--- config.mk ---
export PLATFORM = sky130hd
export DESIGN_NAME = joystick_digit_editor_display
export DESIGN_NICKNAME = d
export VERILOG_FILES = /design/src/rtl/jdd_pkg.sv /design/src/rtl/joystick_digit_editor_display.sv /design/src/rtl/jdd_cfg.sv /design/src/rtl/jdd_in_reg.sv /design/src/rtl/jdd_edit.sv /design/src/rtl/jdd_scan.sv /design/src/rtl/jdd_out_reg.sv
export VERILOG_INCLUDE_DIRS = /design/src /design/src/rtl
export SDC_FILE = /design/constraint.sdc
export NUM_CORES = 1
export LEC_CHECK = 0
export BUFFER_PORTS_ARGS = -buffer_cell sky130_fd_sc_hd__buf_2
export CORE_AREA = 3 3 154 118
export DETAILED_ROUTE_END_ITERATION = 16
export DIE_AREA = 0 0 157 121
export PLACE_DENSITY = 0.85
export SLEW_MARGIN = 5
export SYNTH_ARGS = -nofsm -noshare
export SYNTH_HDL_FRONTEND = slang
export SYNTH_SLANG_ARGS = --single-unit
--- constraint.sdc ---
create_clock -name clk -period 15.7 [get_ports clk]
set_input_delay 2.355 -clock clk [delete_from_list [all_inputs] [get_ports clk]]
set_output_delay 2.355 -clock clk [all_outputs]
set_load 0.05 [all_outputs]
--- src/rtl/assert_macros.svh ---
// Assertion shorthands, clocked on the rising edge, off while reset is low.
`ifndef ASSERT_MACROS_SVH
`define ASSERT_MACROS_SVH

// Condition holds at every edge.
`define ASSERT_ALWAYS(lbl, clk, rst_n, expr, msg) \
  lbl: assert property (@(posedge clk) disable iff (!rst_n) (expr)) else $error(msg);

// Antecedent at an edge implies the consequent at that same edge.
`define ASSERT_IMPLIES(lbl, clk, rst_n, ante, cons, msg) \
  lbl: assert property (@(posedge clk) disable iff (!rst_n) (ante) |-> (cons)) \
    else $error(msg);

`endif

--- src/rtl/jdd_pkg.sv ---
package jdd_pkg;

  localparam int DIGIT_COUNT_DEF = 4;

  localparam int SAMPLE_W = 10;
  localparam int COOL_W   = 16;
  localparam int SCAN_W   = 8;
  localparam int VALUE_W  = 4;
  localparam int SEG_W    = 7;
  localparam int ENABLE_W = 4;
  localparam int CURPOS_W = 2;

  localparam int IN_TDATA_W  = 24;
  localparam int OUT_TDATA_W = 24;
  localparam int CFG_IDX_W   = 3;
  localparam int CFG_DATA_W  = 16;

  // register indexes
  localparam logic [CFG_IDX_W-1:0] REG_X_HIGH     = 3'd0;
  localparam logic [CFG_IDX_W-1:0] REG_X_LOW      = 3'd1;
  localparam logic [CFG_IDX_W-1:0] REG_Y_HIGH     = 3'd2;
  localparam logic [CFG_IDX_W-1:0] REG_Y_LOW      = 3'd3;
  localparam logic [CFG_IDX_W-1:0] REG_CURSOR_CD  = 3'd4;
  localparam logic [CFG_IDX_W-1:0] REG_VALUE_CD   = 3'd5;
  localparam logic [CFG_IDX_W-1:0] REG_SCAN_PER   = 3'd6;

  // reset values
  localparam logic [SAMPLE_W-1:0] X_HIGH_RST    = 10'd600;
  localparam logic [SAMPLE_W-1:0] X_LOW_RST     = 10'd440;
  localparam logic [SAMPLE_W-1:0] Y_HIGH_RST    = 10'd600;
  localparam logic [SAMPLE_W-1:0] Y_LOW_RST     = 10'd430;
  localparam logic [COOL_W-1:0]   CURSOR_CD_RST = 16'd500;
  localparam logic [COOL_W-1:0]   VALUE_CD_RST  = 16'd250;
  localparam logic [SCAN_W-1:0]   SCAN_PER_RST  = 8'd2;

  localparam logic [VALUE_W-1:0] VALUE_MAX = 4'd9;

  typedef struct packed {
    logic [SAMPLE_W-1:0] x_high;
    logic [SAMPLE_W-1:0] x_low;
    logic [SAMPLE_W-1:0] y_high;
    logic [SAMPLE_W-1:0] y_low;
    logic [COOL_W-1:0]   cursor_cd;
    logic [COOL_W-1:0]   value_cd;
    logic [SCAN_W-1:0]   scan_period;
  } cfg_t;

  typedef struct packed {
    logic [SAMPLE_W-1:0] x_sample;
    logic [SAMPLE_W-1:0] y_sample;
  } item_t;

  typedef enum logic [1:0] {
    AXIS_REST,
    AXIS_HIGH,
    AXIS_LOW
  } axis_t;

  // High test wins when both thresholds are met.
  function automatic axis_t classify(input logic [SAMPLE_W-1:0] s,
                                     input logic [SAMPLE_W-1:0] hi,
                                     input logic [SAMPLE_W-1:0] lo);
    axis_t a;
    if (s > hi) begin
      a = AXIS_HIGH;
    end else if (s < lo) begin
      a = AXIS_LOW;
    end else begin
      a = AXIS_REST;
    end
    return a;
  endfunction

  // segments a..g in bits 0..6; codes above nine stay dark
  function automatic logic [SEG_W-1:0] seg_lookup(input logic [VALUE_W-1:0] v);
    logic [SEG_W-1:0] s;
    case (v)
      4'd0:    s = 7'h3F;
      4'd1:    s = 7'h30;
      4'd2:    s = 7'h5B;
      4'd3:    s = 7'h4F;
      4'd4:    s = 7'h66;
      4'd5:    s = 7'h6D;
      4'd6:    s = 7'h7D;
      4'd7:    s = 7'h07;
      4'd8:    s = 7'h7F;
      4'd9:    s = 7'h6F;
      default: s = '0;
    endcase
    return s;
  endfunction

endpackage

--- src/rtl/joystick_digit_editor_display.sv ---
// Joystick digit editor driving a multiplexed seven-segment display.
// Input stream: one transfer per display tick, carrying the raw X and Y
//   joystick samples. X moves the edit cursor across the digits, Y steps the
//   digit under the cursor through 0..9; each axis has its own cooldown.
// Output stream: exactly one transfer per input transfer, with the enable,
//   segment pattern and decimal point of the digit scanned on that tick plus
//   the cursor position and the value of the cursor digit after the update.
// Config port: cfg_we writes cfg_wdata into register cfg_index at the clock
//   edge (thresholds, cooldowns, scan period); write only while idle.
// Path: an input transfer is registered in the input register, then all edit
//   and scan work runs in one combinational pass into the result register;
//   the result shows valid once the output is free.
// Throughput: one transfer per cycle while out_tready holds. The input and
//   result registers act as a two-deep buffer, so a new item is taken while a
//   finished result still waits.
// Output stall: the result register holds; the input register fills and
//   then in_tready drops until out_tready returns. State only advances when
//   an item moves into the result register, so nothing is lost or repeated.
// Reset (rst_n low, synchronous): both stages empty, cursor, digits,
//   cooldown counters and scan position cleared, registers to defaults.
`include "assert_macros.svh"

module joystick_digit_editor_display
  import jdd_pkg::*;
#(
  parameter int DIGIT_COUNT = DIGIT_COUNT_DEF
) (
  input  logic                   clk,
  input  logic                   rst_n,
  // x_sample [9:0], y_sample [19:10], zero fill above
  input  logic                   in_tvalid,
  output logic                   in_tready,
  input  logic [IN_TDATA_W-1:0]  in_tdata,
  // digit_enable_n [3:0], segment_bits [10:4], point_on [11],
  // cursor_position [13:12], selected_value [17:14], zero fill above
  output logic                   out_tvalid,
  input  logic                   out_tready,
  output logic [OUT_TDATA_W-1:0] out_tdata,
  input  logic                   cfg_we,
  input  logic [CFG_IDX_W-1:0]   cfg_index,
  input  logic [CFG_DATA_W-1:0]  cfg_wdata
);

  localparam int CW      = $clog2(DIGIT_COUNT);
  localparam int FIELD_W = ENABLE_W + SEG_W + 1 + CURPOS_W + VALUE_W;

  cfg_t  cfg;
  item_t s1_item;
  logic  s1_valid;
  logic  s1_adv;

  logic [DIGIT_COUNT-1:0][VALUE_W-1:0] digits_nxt;
  logic [CW-1:0]                       cursor_nxt;
  logic [VALUE_W-1:0]                  sel_value;
  logic [ENABLE_W-1:0]                 enable_n;
  logic [SEG_W-1:0]                    seg_bits;
  logic                                point_on;
  logic [OUT_TDATA_W-1:0]              result;

  // item leaves the input stage when the result register is free or draining
  assign s1_adv = s1_valid && (!out_tvalid || out_tready);

  jdd_cfg u_cfg (
    .clk       (clk),
    .rst_n     (rst_n),
    .cfg_we    (cfg_we),
    .cfg_index (cfg_index),
    .cfg_wdata (cfg_wdata),
    .cfg       (cfg)
  );

  jdd_in_reg u_in_reg (
    .clk       (clk),
    .rst_n     (rst_n),
    .in_tvalid (in_tvalid),
    .in_tready (in_tready),
    .in_tdata  (in_tdata),
    .advance   (s1_adv),
    .s1_valid  (s1_valid),
    .s1_item   (s1_item)
  );

  jdd_edit #(
    .DIGIT_COUNT (DIGIT_COUNT)
  ) u_edit (
    .clk        (clk),
    .rst_n      (rst_n),
    .cfg        (cfg),
    .advance    (s1_adv),
    .item       (s1_item),
    .digits_nxt (digits_nxt),
    .cursor_nxt (cursor_nxt),
    .sel_value  (sel_value)
  );

  // scan shows the digits after this tick's edit
  jdd_scan #(
    .DIGIT_COUNT (DIGIT_COUNT)
  ) u_scan (
    .clk        (clk),
    .rst_n      (rst_n),
    .cfg        (cfg),
    .advance    (s1_adv),
    .digits_nxt (digits_nxt),
    .cursor_nxt (cursor_nxt),
    .enable_n   (enable_n),
    .seg_bits   (seg_bits),
    .point_on   (point_on)
  );

  assign result = {{(OUT_TDATA_W - FIELD_W){1'b0}},
                   sel_value, CURPOS_W'(cursor_nxt), point_on, seg_bits, enable_n};

  jdd_out_reg u_out_reg (
    .clk        (clk),
    .rst_n      (rst_n),
    .load       (s1_adv),
    .load_data  (result),
    .out_tvalid (out_tvalid),
    .out_tready (out_tready),
    .out_tdata  (out_tdata)
  );

  `ASSERT_IMPLIES(a_stall_cause, clk, rst_n, !in_tready, s1_valid && out_tvalid && !out_tready, "input blocked without a full stall")
  `ASSERT_IMPLIES(a_out_source, clk, rst_n, $rose(out_tvalid), $past(s1_adv), "result appeared without an item")
  `ASSERT_IMPLIES(a_one_enable, clk, rst_n, out_tvalid && out_tdata[11], $countones(out_tdata[3:0]) >= 3, "point on a blanked digit")

endmodule

--- src/rtl/jdd_cfg.sv ---
module jdd_cfg
  import jdd_pkg::*;
(
  input  logic                  clk,
  input  logic                  rst_n,
  input  logic                  cfg_we,
  input  logic [CFG_IDX_W-1:0]  cfg_index,
  input  logic [CFG_DATA_W-1:0] cfg_wdata,
  output cfg_t                  cfg
);

  cfg_t cfg_r, cfg_nxt;

  always_comb begin
    cfg_nxt = cfg_r;
    if (cfg_we) begin
      case (cfg_index)
        REG_X_HIGH:    cfg_nxt.x_high      = cfg_wdata[SAMPLE_W-1:0];
        REG_X_LOW:     cfg_nxt.x_low       = cfg_wdata[SAMPLE_W-1:0];
        REG_Y_HIGH:    cfg_nxt.y_high      = cfg_wdata[SAMPLE_W-1:0];
        REG_Y_LOW:     cfg_nxt.y_low       = cfg_wdata[SAMPLE_W-1:0];
        REG_CURSOR_CD: cfg_nxt.cursor_cd   = cfg_wdata[COOL_W-1:0];
        REG_VALUE_CD:  cfg_nxt.value_cd    = cfg_wdata[COOL_W-1:0];
        REG_SCAN_PER:  cfg_nxt.scan_period = cfg_wdata[SCAN_W-1:0];
        default: ;
      endcase
    end
  end

  always_ff @(posedge clk) begin
    if (!rst_n) begin
      cfg_r.x_high      <= X_HIGH_RST;
      cfg_r.x_low       <= X_LOW_RST;
      cfg_r.y_high      <= Y_HIGH_RST;
      cfg_r.y_low       <= Y_LOW_RST;
      cfg_r.cursor_cd   <= CURSOR_CD_RST;
      cfg_r.value_cd    <= VALUE_CD_RST;
      cfg_r.scan_period <= SCAN_PER_RST;
    end else begin
      cfg_r <= cfg_nxt;
    end
  end

  assign cfg = cfg_r;

endmodule

--- src/rtl/jdd_in_reg.sv ---
module jdd_in_reg
  import jdd_pkg::*;
(
  input  logic                  clk,
  input  logic                  rst_n,
  input  logic                  in_tvalid,
  output logic                  in_tready,
  input  logic [IN_TDATA_W-1:0] in_tdata,
  input  logic                  advance,
  output logic                  s1_valid,
  output item_t                 s1_item
);

  logic  valid_r, valid_nxt;
  item_t item_r;
  logic  take;

  assign in_tready = !valid_r || advance;
  assign take      = in_tvalid && in_tready;

  always_comb begin
    valid_nxt = valid_r;
    if (take) begin
      valid_nxt = 1'b1;
    end else if (advance) begin
      valid_nxt = 1'b0;
    end
  end

  always_ff @(posedge clk) begin
    if (!rst_n) begin
      valid_r <= 1'b0;
    end else begin
      valid_r <= valid_nxt;
    end
  end

  always_ff @(posedge clk) begin
    if (take) begin
      item_r.x_sample <= in_tdata[SAMPLE_W-1:0];
      item_r.y_sample <= in_tdata[2*SAMPLE_W-1:SAMPLE_W];
    end
  end

  assign s1_valid = valid_r;
  assign s1_item  = item_r;

endmodule

--- src/rtl/jdd_edit.sv ---
`include "assert_macros.svh"

module jdd_edit
  import jdd_pkg::*;
#(
  parameter int DIGIT_COUNT = DIGIT_COUNT_DEF,
  localparam int CW = $clog2(DIGIT_COUNT)
) (
  input  logic                                clk,
  input  logic                                rst_n,
  input  cfg_t                                cfg,
  input  logic                                advance,
  input  item_t                               item,
  output logic [DIGIT_COUNT-1:0][VALUE_W-1:0] digits_nxt,
  output logic [CW-1:0]                       cursor_nxt,
  output logic [VALUE_W-1:0]                  sel_value
);

  localparam logic [CW-1:0] CUR_LAST = CW'(DIGIT_COUNT - 1);

  logic [CW-1:0]                       cursor_r;
  logic [DIGIT_COUNT-1:0][VALUE_W-1:0] digits_r;
  logic [COOL_W-1:0]                   cur_el_r, cur_el_nxt;
  logic [COOL_W-1:0]                   val_el_r, val_el_nxt;

  axis_t             xd, yd;
  logic [COOL_W-1:0] cur_el_inc, val_el_inc;
  logic              fire_x, fire_y;

  assign xd = classify(item.x_sample, cfg.x_high, cfg.x_low);
  assign yd = classify(item.y_sample, cfg.y_high, cfg.y_low);

  // saturating tick counters
  assign cur_el_inc = (cur_el_r == '1) ? cur_el_r : cur_el_r + 1'b1;
  assign val_el_inc = (val_el_r == '1) ? val_el_r : val_el_r + 1'b1;

  assign fire_x = (xd != AXIS_REST) && (cur_el_inc >= cfg.cursor_cd);
  assign fire_y = (yd != AXIS_REST) && (val_el_inc >= cfg.value_cd);

  assign cur_el_nxt = fire_x ? '0 : cur_el_inc;
  assign val_el_nxt = fire_y ? '0 : val_el_inc;

  // X high steps left, X low steps right
  always_comb begin
    cursor_nxt = cursor_r;
    if (fire_x) begin
      if (xd == AXIS_LOW) begin
        cursor_nxt = (cursor_r == CUR_LAST) ? '0 : cursor_r + 1'b1;
      end else begin
        cursor_nxt = (cursor_r == '0) ? CUR_LAST : cursor_r - 1'b1;
      end
    end
  end

  // one lane per digit; only the lane under the new cursor changes
  for (genvar k = 0; k < DIGIT_COUNT; k++) begin : g_lane
    logic [VALUE_W-1:0] v, v_step;
    assign v = digits_r[k];
    always_comb begin
      if (yd == AXIS_HIGH) begin
        v_step = (v >= VALUE_MAX) ? '0 : v + 1'b1;
      end else begin
        v_step = (v == '0 || v > VALUE_MAX) ? VALUE_MAX : v - 1'b1;
      end
    end
    assign digits_nxt[k] = (fire_y && cursor_nxt == CW'(k)) ? v_step : v;
  end

  always_comb begin
    sel_value = '0;
    for (int k = 0; k < DIGIT_COUNT; k++) begin
      if (cursor_nxt == CW'(k)) begin
        sel_value = digits_nxt[k];
      end
    end
  end

  always_ff @(posedge clk) begin
    if (!rst_n) begin
      cursor_r <= '0;
      digits_r <= '0;
      cur_el_r <= '0;
      val_el_r <= '0;
    end else if (advance) begin
      cursor_r <= cursor_nxt;
      digits_r <= digits_nxt;
      cur_el_r <= cur_el_nxt;
      val_el_r <= val_el_nxt;
    end
  end

  `ASSERT_ALWAYS(a_cursor_range, clk, rst_n, cursor_r <= CUR_LAST, "cursor out of range")
  `ASSERT_IMPLIES(a_sel_digit, clk, rst_n, advance, sel_value <= VALUE_MAX, "digit above nine")

endmodule

--- src/rtl/jdd_scan.sv ---
module jdd_scan
  import jdd_pkg::*;
#(
  parameter int DIGIT_COUNT = DIGIT_COUNT_DEF,
  localparam int CW = $clog2(DIGIT_COUNT)
) (
  input  logic                                clk,
  input  logic                                rst_n,
  input  cfg_t                                cfg,
  input  logic                                advance,
  input  logic [DIGIT_COUNT-1:0][VALUE_W-1:0] digits_nxt,
  input  logic [CW-1:0]                       cursor_nxt,
  output logic [ENABLE_W-1:0]                 enable_n,
  output logic [SEG_W-1:0]                    seg_bits,
  output logic                                point_on
);

  localparam logic [CW-1:0] SCAN_LAST = CW'(DIGIT_COUNT - 1);

  logic [CW-1:0]      scan_idx_r, scan_idx_nxt;
  logic [SCAN_W-1:0]  scan_ticks_r, scan_ticks_nxt;
  logic [SCAN_W-1:0]  ticks_inc;
  logic               wrap;
  logic [VALUE_W-1:0] shown;

  always_comb begin
    shown = '0;
    for (int k = 0; k < DIGIT_COUNT; k++) begin
      if (scan_idx_r == CW'(k)) begin
        shown = digits_nxt[k];
      end
    end
  end

  // digits four and up have no enable bit: the shift runs out to all ones
  assign enable_n = ~(ENABLE_W'(1) << scan_idx_r);
  assign seg_bits = seg_lookup(shown);
  assign point_on = (scan_idx_r == cursor_nxt);

  // period zero acts as one
  assign ticks_inc = scan_ticks_r + 1'b1;
  assign wrap      = (ticks_inc >= cfg.scan_period) || (ticks_inc == '0);

  assign scan_ticks_nxt = wrap ? '0 : ticks_inc;
  assign scan_idx_nxt   = !wrap ? scan_idx_r :
                          (scan_idx_r == SCAN_LAST) ? '0 : scan_idx_r + 1'b1;

  always_ff @(posedge clk) begin
    if (!rst_n) begin
      scan_idx_r   <= '0;
      scan_ticks_r <= '0;
    end else if (advance) begin
      scan_idx_r   <= scan_idx_nxt;
      scan_ticks_r <= scan_ticks_nxt;
    end
  end

endmodule

--- src/rtl/jdd_out_reg.sv ---
module jdd_out_reg
  import jdd_pkg::*;
(
  input  logic                   clk,
  input  logic                   rst_n,
  input  logic                   load,
  input  logic [OUT_TDATA_W-1:0] load_data,
  output logic                   out_tvalid,
  input  logic                   out_tready,
  output logic [OUT_TDATA_W-1:0] out_tdata
);

  logic                   valid_r, valid_nxt;
  logic [OUT_TDATA_W-1:0] data_r;

  always_comb begin
    valid_nxt = valid_r;
    if (load) begin
      valid_nxt = 1'b1;
    end else if (out_tready) begin
      valid_nxt = 1'b0;
    end
  end

  always_ff @(posedge clk) begin
    if (!rst_n) begin
      valid_r <= 1'b0;
    end else begin
      valid_r <= valid_nxt;
    end
  end

  always_ff @(posedge clk) begin
    if (load) begin
      data_r <= load_data;
    end
  end

  assign out_tvalid = valid_r;
  assign out_tdata  = data_r;

endmodule

==> summary.md, run 1 <==
| Metric | Value |
|---|---|
| Total GRT Usage | between 20% and 30% |
| TritonCTS Sinks | 180 |
| Worst hold stages | 2 |
| Die W | 157 um |
| Cell count after synthesis | 1309 |
| Reg2Reg Launch Point | u_edit.cur_el_r[4] |
| Worst-Skew Late Latency | approximately 440 ps |
| Crit Path Class | register to register |
| Most common cell in the netlist | nand2_1 |
| Antenna Diode Count | 0 |
| Worst setup SP type | register |
| Vias | 9573 |
| Avg WL per Cell | 16.91 um |
| Lkg Pwr | slightly below 5 nW |
| FF-to-FF End | u_out_reg.out_tdata[7] |
| Antenna violations before repair | 0 |
| Hpwl dp | 18340 um |
| Setup repair bufs after CTS | 0 |
| Final Hold Fails | 0 |
| CP Capture Type | register |
| Die area | 19000 sq um |
| Synthesized flop and latch total | 180 |
| Post-cts resize count | 0 |
| Die span in y | 121 um |
| Actual slew at the worst max-slew pin | roughly 1200 ps |
| IO Pins | 74 |
| CP required | about 16000 ps |
| Layout cells sized above 1 | 10.31% |
| F_max | around 160 MHz |
| Seq/Total Area, Yosys | 36.67% |
| CTS buffer count | 17 |
| Status | finished, final reports clean |
| Number of global-route vias before repair | 8927 |
| Number of flops mapped to enable cells by yosys | 38 |
| RePlAce Congestion | 0.9170 |
| Cell Area, Synth | 10860 sq um |
| Final core occ | 70.80% |
| Synth top cells by count | nand2_1, dfxtp_1, nor2_1 |
| Std cell rows | 41 |
| Clk root buf | clkbuf_16 |
| Worst Hold End | u_cfg.cfg[23] |
| Mean area per synthesized cell | 8.300 sq um |
| Initial core utilization | 64.76% |
| Htree depth | 4 |
| Clk buf depth | 2 |
| Synth unique cells | about 80 |
| Worst rel slew slack | 20.63% |
| Pwr dens | 89.31 nW/um^2 |
| Setup TNS | 0 ps |
| Reg2Reg Setup Slack | 9260 ps |
| Final Critical Period | ~6400 ps |
| Max cap viols | 0 |
| Data arrival, critical path | between 6000 and 7000 ps |
| CP max FO | 20 |
| RSZ-0062 raised after global routing | no |
| First-iteration detailed-routing DRC count | 872 |
| R2R depth | 23 |
| Cts hold-fix bufs | 0 |
| Clock slew at reported path FFs | 70 ps |
| Final setup viols | 0 |
| Drt drc | 0 |
| Worst VDD drop | 0.06189 mV |
| Synth area leader | dfxtp_1 |
| Post-layout nets | about 1500 |
| Area grow syn2layout | 9.317% |
| Ys async rst share | 0% |
| Core area | 16770 sq um |
| Clk_skew | 12.38 ps |
| Largest net degree at the start of global routing | 83 |
| Ys flop type | dfxtp_1 |
| Final WL | 26600 um |
| Top cells by area, synth | dfxtp_1, ha_1, edfxtp_1, nand2_1, nor2_1 |
| Final Cycle Share | roughly two fifths |
| First-pass GRT wire length | ~44000 um |
| Hold_sp | u_cfg.cfg[23] |
| CTS tree | done |
| Synth top area share | 26.17% |
| 1st-pass router iterations | 8 |
| Hold Path Class | register to register |
| Gr ovfl total | 0 |
| IO buf count | 63 |
| Total power | 1.061 mW |
| Vias/cell | just over 6 |
| DRT antenna net count | 0 |
| Pins Over Slew Limit | 0 |
| Yosys warnings | 0 |
cell families (layout without fill, tap and decap cells):
family	count (synthesis)	after routing	share of synthesized area, %
compound gates	327	327	20.98
xor+xnor	31	31	2.499
fa+ha+maj	103	103	11.86
buf+inv	172	216	6.253
flops	180	180	36.67
mux	18	18	1.739
other cells	1	6	0.03452
simple gates	477	477	19.96
how the worst max path moves through the flow:
stage,startpoint,end,slack [ps],cells after the start
floorplan,u_edit.cur_el_r[4],u_out_reg.out_tdata[4],10430,23
global placement,u_edit.cur_el_r[4],u_out_reg.out_tdata[4],9490,23
detailed placement,u_edit.cur_el_r[4],u_out_reg.out_tdata[7],9360,23
CTS,u_edit.cur_el_r[4],u_out_reg.out_tdata[7],9340,23
global route,u_edit.cur_el_r[4],u_out_reg.out_tdata[6],8780,23
finish,u_edit.cur_el_r[4],u_out_reg.out_tdata[7],9260,23
layout make-up:
| cell class | instances | area, sq um |
|---|---|---|
| Multi-Input combinational cell | 962 | 6222 |
| Fill cell | 1252 | 4898 |
| Sequential cell | 180 | 3984 |
| Clock buffer | 19 | 432.9 |
| Inverter | 114 | 427.9 |
| Timing Repair Buffer | 70 | 367.9 |
| Tap cell | 215 | 269.0 |
| Clock inverter | 13 | 172.7 |
cell usage in the layout (no fill, tap or decap), types with 11 or more instances in the layout:
cell type	synthesis	routed
clkbuf_16	0	17
a22oi_1	22	22
buf_2	3	63
dfxtp_1	142	142
inv_1	111	110
nand2b_1	19	18
xnor2_1	15	15
nand3_1	42	42
nand2_1	210	210
and3_1	19	19
a211oi_1	15	15
a21oi_1	77	77
nor3_1	20	20
mux2i_1	11	11
a21boi_0	44	44
edfxtp_1	38	38
o21ai_0	44	44
nor2_1	112	112
xor2_1	16	16
ha_1	103	103
o211ai_1	39	39
per-layer routing:
| metal | routed length [um] | track usage, % | part of all wire [%] | vias to the layer above |
|---|---|---|---|---|
| li1 | - | - | - | 4654 |
| met1 | 11550 | 40.98 | 43 | 4475 |
| met2 | 12100 | 44.37 | 45 | 398 |
| met3 | 2404 | 5.455 | 9.0 | 46 |
| met4 | 542 | 8.201 | 2.0 | 0 |
| met5 | 0 | 0 | 0 | - |
per-stage QoR:
stage                     hold WS, ps  setup WS, ps  instances  cell area (sq um)
after floorplan                 436.3         10430       1314              10880
after global placement          442.1          9491       1541              11270
after detailed placement        452.7          9356       1541              11270
after CTS                       462.7          9336       1573              11880
after global routing            486.0          8779       1573              11880
final                           459.8          9261       1573              11880
flip-flops by register name, summed over array words and instances, names as in the netlist:
name,cells
u_cfg.cfg,80
u_edit.cur_el_r,16
u_edit.cursor_r,2
u_edit.g_lane.v,16
u_edit.val_el_r,16
u_in_reg.s1_item,20
u_in_reg.s1_valid,1
u_out_reg.out_tdata,18
u_out_reg.out_tvalid,1
u_scan.scan_idx_r,2
u_scan.scan_ticks_r,8
power by group:
part	switching [mW]	internal [mW]	total [mW]
Sequential	0.00812	0.485	0.493
Combinational	0.0800	0.0387	0.119
Clock	0.195	0.254	0.449
worst max-delay path, cell delays in order, from the launching register on:
cell      delay, ps
dfxtp_1         430
and3_1          220
and3_1          220
nand3_1         110
nor2_1          350
nand3_1         460
nand3_1         250
xnor2_1         110
ha_1            310
nand4_1         150
or4_1           540
o32ai_2         310
nor2_2          130
o31a_1          310
and2_4          220
inv_2           300
nor3_1          110
o22ai_1         360
o221a_2         260
a211oi_1         50
a21o_1          200
ha_1            180
or4b_4          550
o211ai_1        120
No activity file was read; power rests on OpenSTA's default activity.
==> run 2: changes to the inputs <==
--- a/config.mk
+++ b/config.mk
@@ -6,11 +6,12 @@
 export SDC_FILE = /design/constraint.sdc
 export NUM_CORES = 1
 export LEC_CHECK = 0
+export ABC_AREA = 1
 export BUFFER_PORTS_ARGS = -buffer_cell sky130_fd_sc_hd__buf_2
-export CORE_AREA = 3 3 154 118
+export CORE_AREA = 3 3 165 127
 export DETAILED_ROUTE_END_ITERATION = 16
-export DIE_AREA = 0 0 157 121
-export PLACE_DENSITY = 0.85
+export DIE_AREA = 0 0 168 130
+export PLACE_DENSITY = 0.77
 export SLEW_MARGIN = 5
 export SYNTH_ARGS = -nofsm -noshare
 export SYNTH_HDL_FRONTEND = slang
==> constraint.sdc (replaced) <==
create_clock -name clk -period 5.75 [get_ports clk]
set_input_delay 0.8625 -clock clk [delete_from_list [all_inputs] [get_ports clk]]
set_output_delay 0.8625 -clock clk [all_outputs]
set_load 0.05 [all_outputs]
==> run 2 against run 1 <==
Final area fell by 1.0%. Synthesized cell count rose by 9.3%. Core utilization fell by 10 points. Count of clock-buffer cells in the layout rose by 1. First-iteration DRC count rose by 15%. Via count fell by 0.78%. Final cell count rose by 11%. Die area rose by 15%.
==> summary.md, run 2 <==
| Metric | Value |
|---|---|
| Crit path launch | u_edit.cur_el_r[0] |
| Max reg flops | 80 (unchanged) |
| Setup TNS | 0 ps (unchanged) |
| Std cell rows | 44 (+7.3%) |
| Lkg Pwr | 5.426 nW (+9.8%) |
| Vias | 9498 (-0.78%) |
| Cell Area, Synth | 10670 sq um (-1.8%) |
| GRT Max-Usage Layer | met2 |
| Final worst slack | 673.8 ps (-8587 ps) |
| Clk root buf | clkbuf_16 |
| Core area | 19320 sq um (+15%) |
| Final Cycle Share | 88.28% (+47 points) |
| Max cap viols | 0 (unchanged) |
| Commonest non-fill, non-tap cell in the layout | nand2_1 |
| F_max | 197.0 MHz (+27%) |
| Synth unique cells | 45 (-44%) |
| Setup repair bufs after CTS | 0 (unchanged) |
| Gr ovfl total | 0 (unchanged) |
| IO buf count | 63 (unchanged) |
| Mean area per synthesized cell | 7.454 sq um (-10%) |
| RSZ-0062 raised after global routing | no |
| Dpl cell area | 11200 sq um (-0.60%) |
| CP Capture Type | register |
| Reg2Reg Launch Point | u_edit.cur_el_r[0] |
| DRT antenna net count | 0 (unchanged) |
| Hold Path Class | register to register |
| Yosys warnings | 0 (unchanged) |
| Drt drc | 0 (unchanged) |
| Most common cell in the netlist | nand2_1 |
| Synth area leader | dfxtp_1 |
| Hold_sp | u_cfg.cfg[7] |
| Ys flop type | dfxtp_1 |
| Final Hold Fails | 0 (unchanged) |
| First-pass GRT wire length | 41520 um (-6.0%) |
| Worst hold stages | 2 (unchanged) |
| Status | finished, final reports clean |
| Post-cts resize count | 0 (unchanged) |
| CP required | 5940 ps (-10040 ps) |
| Antenna violations before repair | 0 (unchanged) |
| Worst setup SP type | register |
| Synthesized flop and latch total | 180 (unchanged) |
| Number of flops mapped to enable cells by yosys | 38 (unchanged) |
| Final setup viols | 0 (unchanged) |
| Total GRT Usage | 23.08% (-5.6 points) |
| Met3 usage | 3.755% (-1.7 points) |
| Clk buf depth | 2 (unchanged) |
| Area grow syn2layout | 10.19% |
| Worst stage delay on the critical path | 360 ps (-190 ps) |
| Final WL | 25060 um (-5.8%) |
| Number of global-route vias before repair | 8777 (-1.7%) |
| Cell count after synthesis | 1431 (+9.3%) |
| Cts hold-fix bufs | 0 (unchanged) |
| Reg2Reg Setup Slack | 670 ps (-8590 ps) |
| Die span in y | 130 um (+7.4%) |
| Met1 usage in global routing | 32.19% (-8.8 points) |
| Post-layout nets | 1635 (+9.3%) |
| Worst VDD drop | 0.1726 mV (+180%) |
| CTS buffer count | 17 (unchanged) |
| Pwr dens | 248.2 nW/um^2 (+180%) |
| TritonCTS Sinks | 180 (unchanged) |
| Filler cells | 1681 (+34%) |
| RePlAce Congestion | 0.9032 (-1.5%) |
| Synth top cells by count | nand2_1, inv_1, a21oi_1 |
| Ys async rst share | 0% (unchanged) |
| CP max-delay cell | dfxtp_1 |
| Layout cells sized above 1 | 9.759% (-0.55 points) |
| 1st-pass router iterations | 5 (-3) |
| Placement Setup Slack | 657.8 ps (-8698 ps) |
| CTS tree | done |
| Die area | 21840 sq um (+15%) |
| Actual slew at the worst max-slew pin | 1083 ps (-107.4 ps) |
| Die W | 168 um (+7.0%) |
| Clock slew at reported path FFs | 70 ps (about the same) |
| IO Pins | 74 (unchanged) |
| Synth top area share | 26.65% (+0.48 points) |
| Clk_skew | 10.07 ps (-2.311 ps) |
| Commonest non-fill, non-tap cells in the layout | nand2_1, inv_1, a21oi_1 |
| Worst Hold End | u_cfg.cfg[7] |
| Vias/cell | 5.431 (-11%) |
| CP dominant cell by count | nand2_1 |
| Global routing met2 resource utilization | 36.90% (-7.5 points) |
| First-iteration detailed-routing DRC count | 1003 (+15%) |
| CP max FO | 10 (-50%) |
| Top cells by area, synth | dfxtp_1, ha_1, edfxtp_1, nand2_1, inv_1 |
| Pins Over Slew Limit | 0 (unchanged) |
| Largest net degree at the start of global routing | 89 (+7.2%) |
| Htree depth | 4 (unchanged) |
| Worst rel slew slack | 27.68% (+7.1 points) |
| Fin area | 11750 sq um (-1.0%) |
| Initial core utilization | 55.20% (-9.6 points) |
| R2R depth | 34 (+48%) |
| Avg WL per Cell | 14.33 um (-15%) |
| Seq/Total Area, Yosys | 37.35% (+0.68 points) |
| Data arrival, critical path | 5270 ps (-1450 ps) |
| Antenna Diode Count | 0 (unchanged) |
| Worst-Skew Late Latency | 430 ps (about the same) |
| Final Critical Period | 5076 ps (-1363 ps) |
| Crit Path Class | register to register |
| Hpwl dp | 17850 um (-2.7%) |
| FF-to-FF End | u_out_reg.out_tdata[5] |
## run 2: changes by cell type after synthesis, sizes merged, moves of 31 or more
cell / change
nor2: -31
o21ai: +66
a21oi: +69
inv: +118
nand3: +33
nand2: +100
a21boi: -43
## run 2: layout make-up
class | instances | area (sq um) | share of cell area, %
clock buffer | 20 | 446.7 | 3.800
clock inverter | 11 | 98.84 | 0.8410
inverter | 232 | 870.8 | 7.409
multi-input combinational | 981 | 5654 | 48.11
sequential | 180 | 3984 | 33.89
tap | 253 | 316.6 | 2.693
timing repair buffer | 72 | 382.9 | 3.257
## run 2: how the worst max path moves through the flow
stage	to	slack, ps	depth (start not counted)
floorplan	u_out_reg.out_tdata[5]	1420	34
global placement	u_out_reg.out_tdata[5]	660	33
detailed placement	u_out_reg.out_tdata[5]	660	34
CTS	u_out_reg.out_tdata[5]	600	34
global route	u_out_reg.out_tdata[5]	70	34
finish	u_out_reg.out_tdata[5]	670	34
## run 2: critical path: cells and delay by family (launching register included)
kind,cells,cell delay (ps)
simple gates,22,2530
fa+ha+maj,3,750
compound gates,4,730
flops,1,360
buf+inv,4,280
xor+xnor,1,190
## run 2: logic make-up after synthesis
group,Yosys count,synth area share [%]
xor+xnor,34,2.792
flops,180,37.35
simple gates,509,20.54
compound gates,329,17.31
other cells,1,0.03516
fa+ha+maj,103,12.08
buf+inv,275,9.888
## run 2: layer usage
layer  wire length (um)  up-vias
met5                  0        -
met4                449        0
met3               1615       44
met2              11090      333
met1              11910     4318
li1                   -     4803
## run 2: power by group
| group | internal [mW] | total [mW] | switching, mW |
|---|---|---|---|
| Combinational | 0.137 | 0.444 | 0.307 |
| Clock | 0.576 | 1.10 | 0.523 |
| Sequential | 1.35 | 1.37 | 0.0297 |
| Total | 2.06 | 2.92 | 0.859 |
## run 2: through the flow
stage / hold WS (ps) / util, % / power, mW / std cells
floorplan: 435.3 / - / 1.719 / 1436
global placement: 449.7 / 57.98 / 1.821 / 1718
finish: 463.1 / 60.83 / 2.917 / 1749
global route: 479.8 / 60.83 / 3.045 / 1749
CTS: 464.7 / 60.80 / 2.923 / 1749
detailed placement: 454.0 / 57.98 / 1.837 / 1718
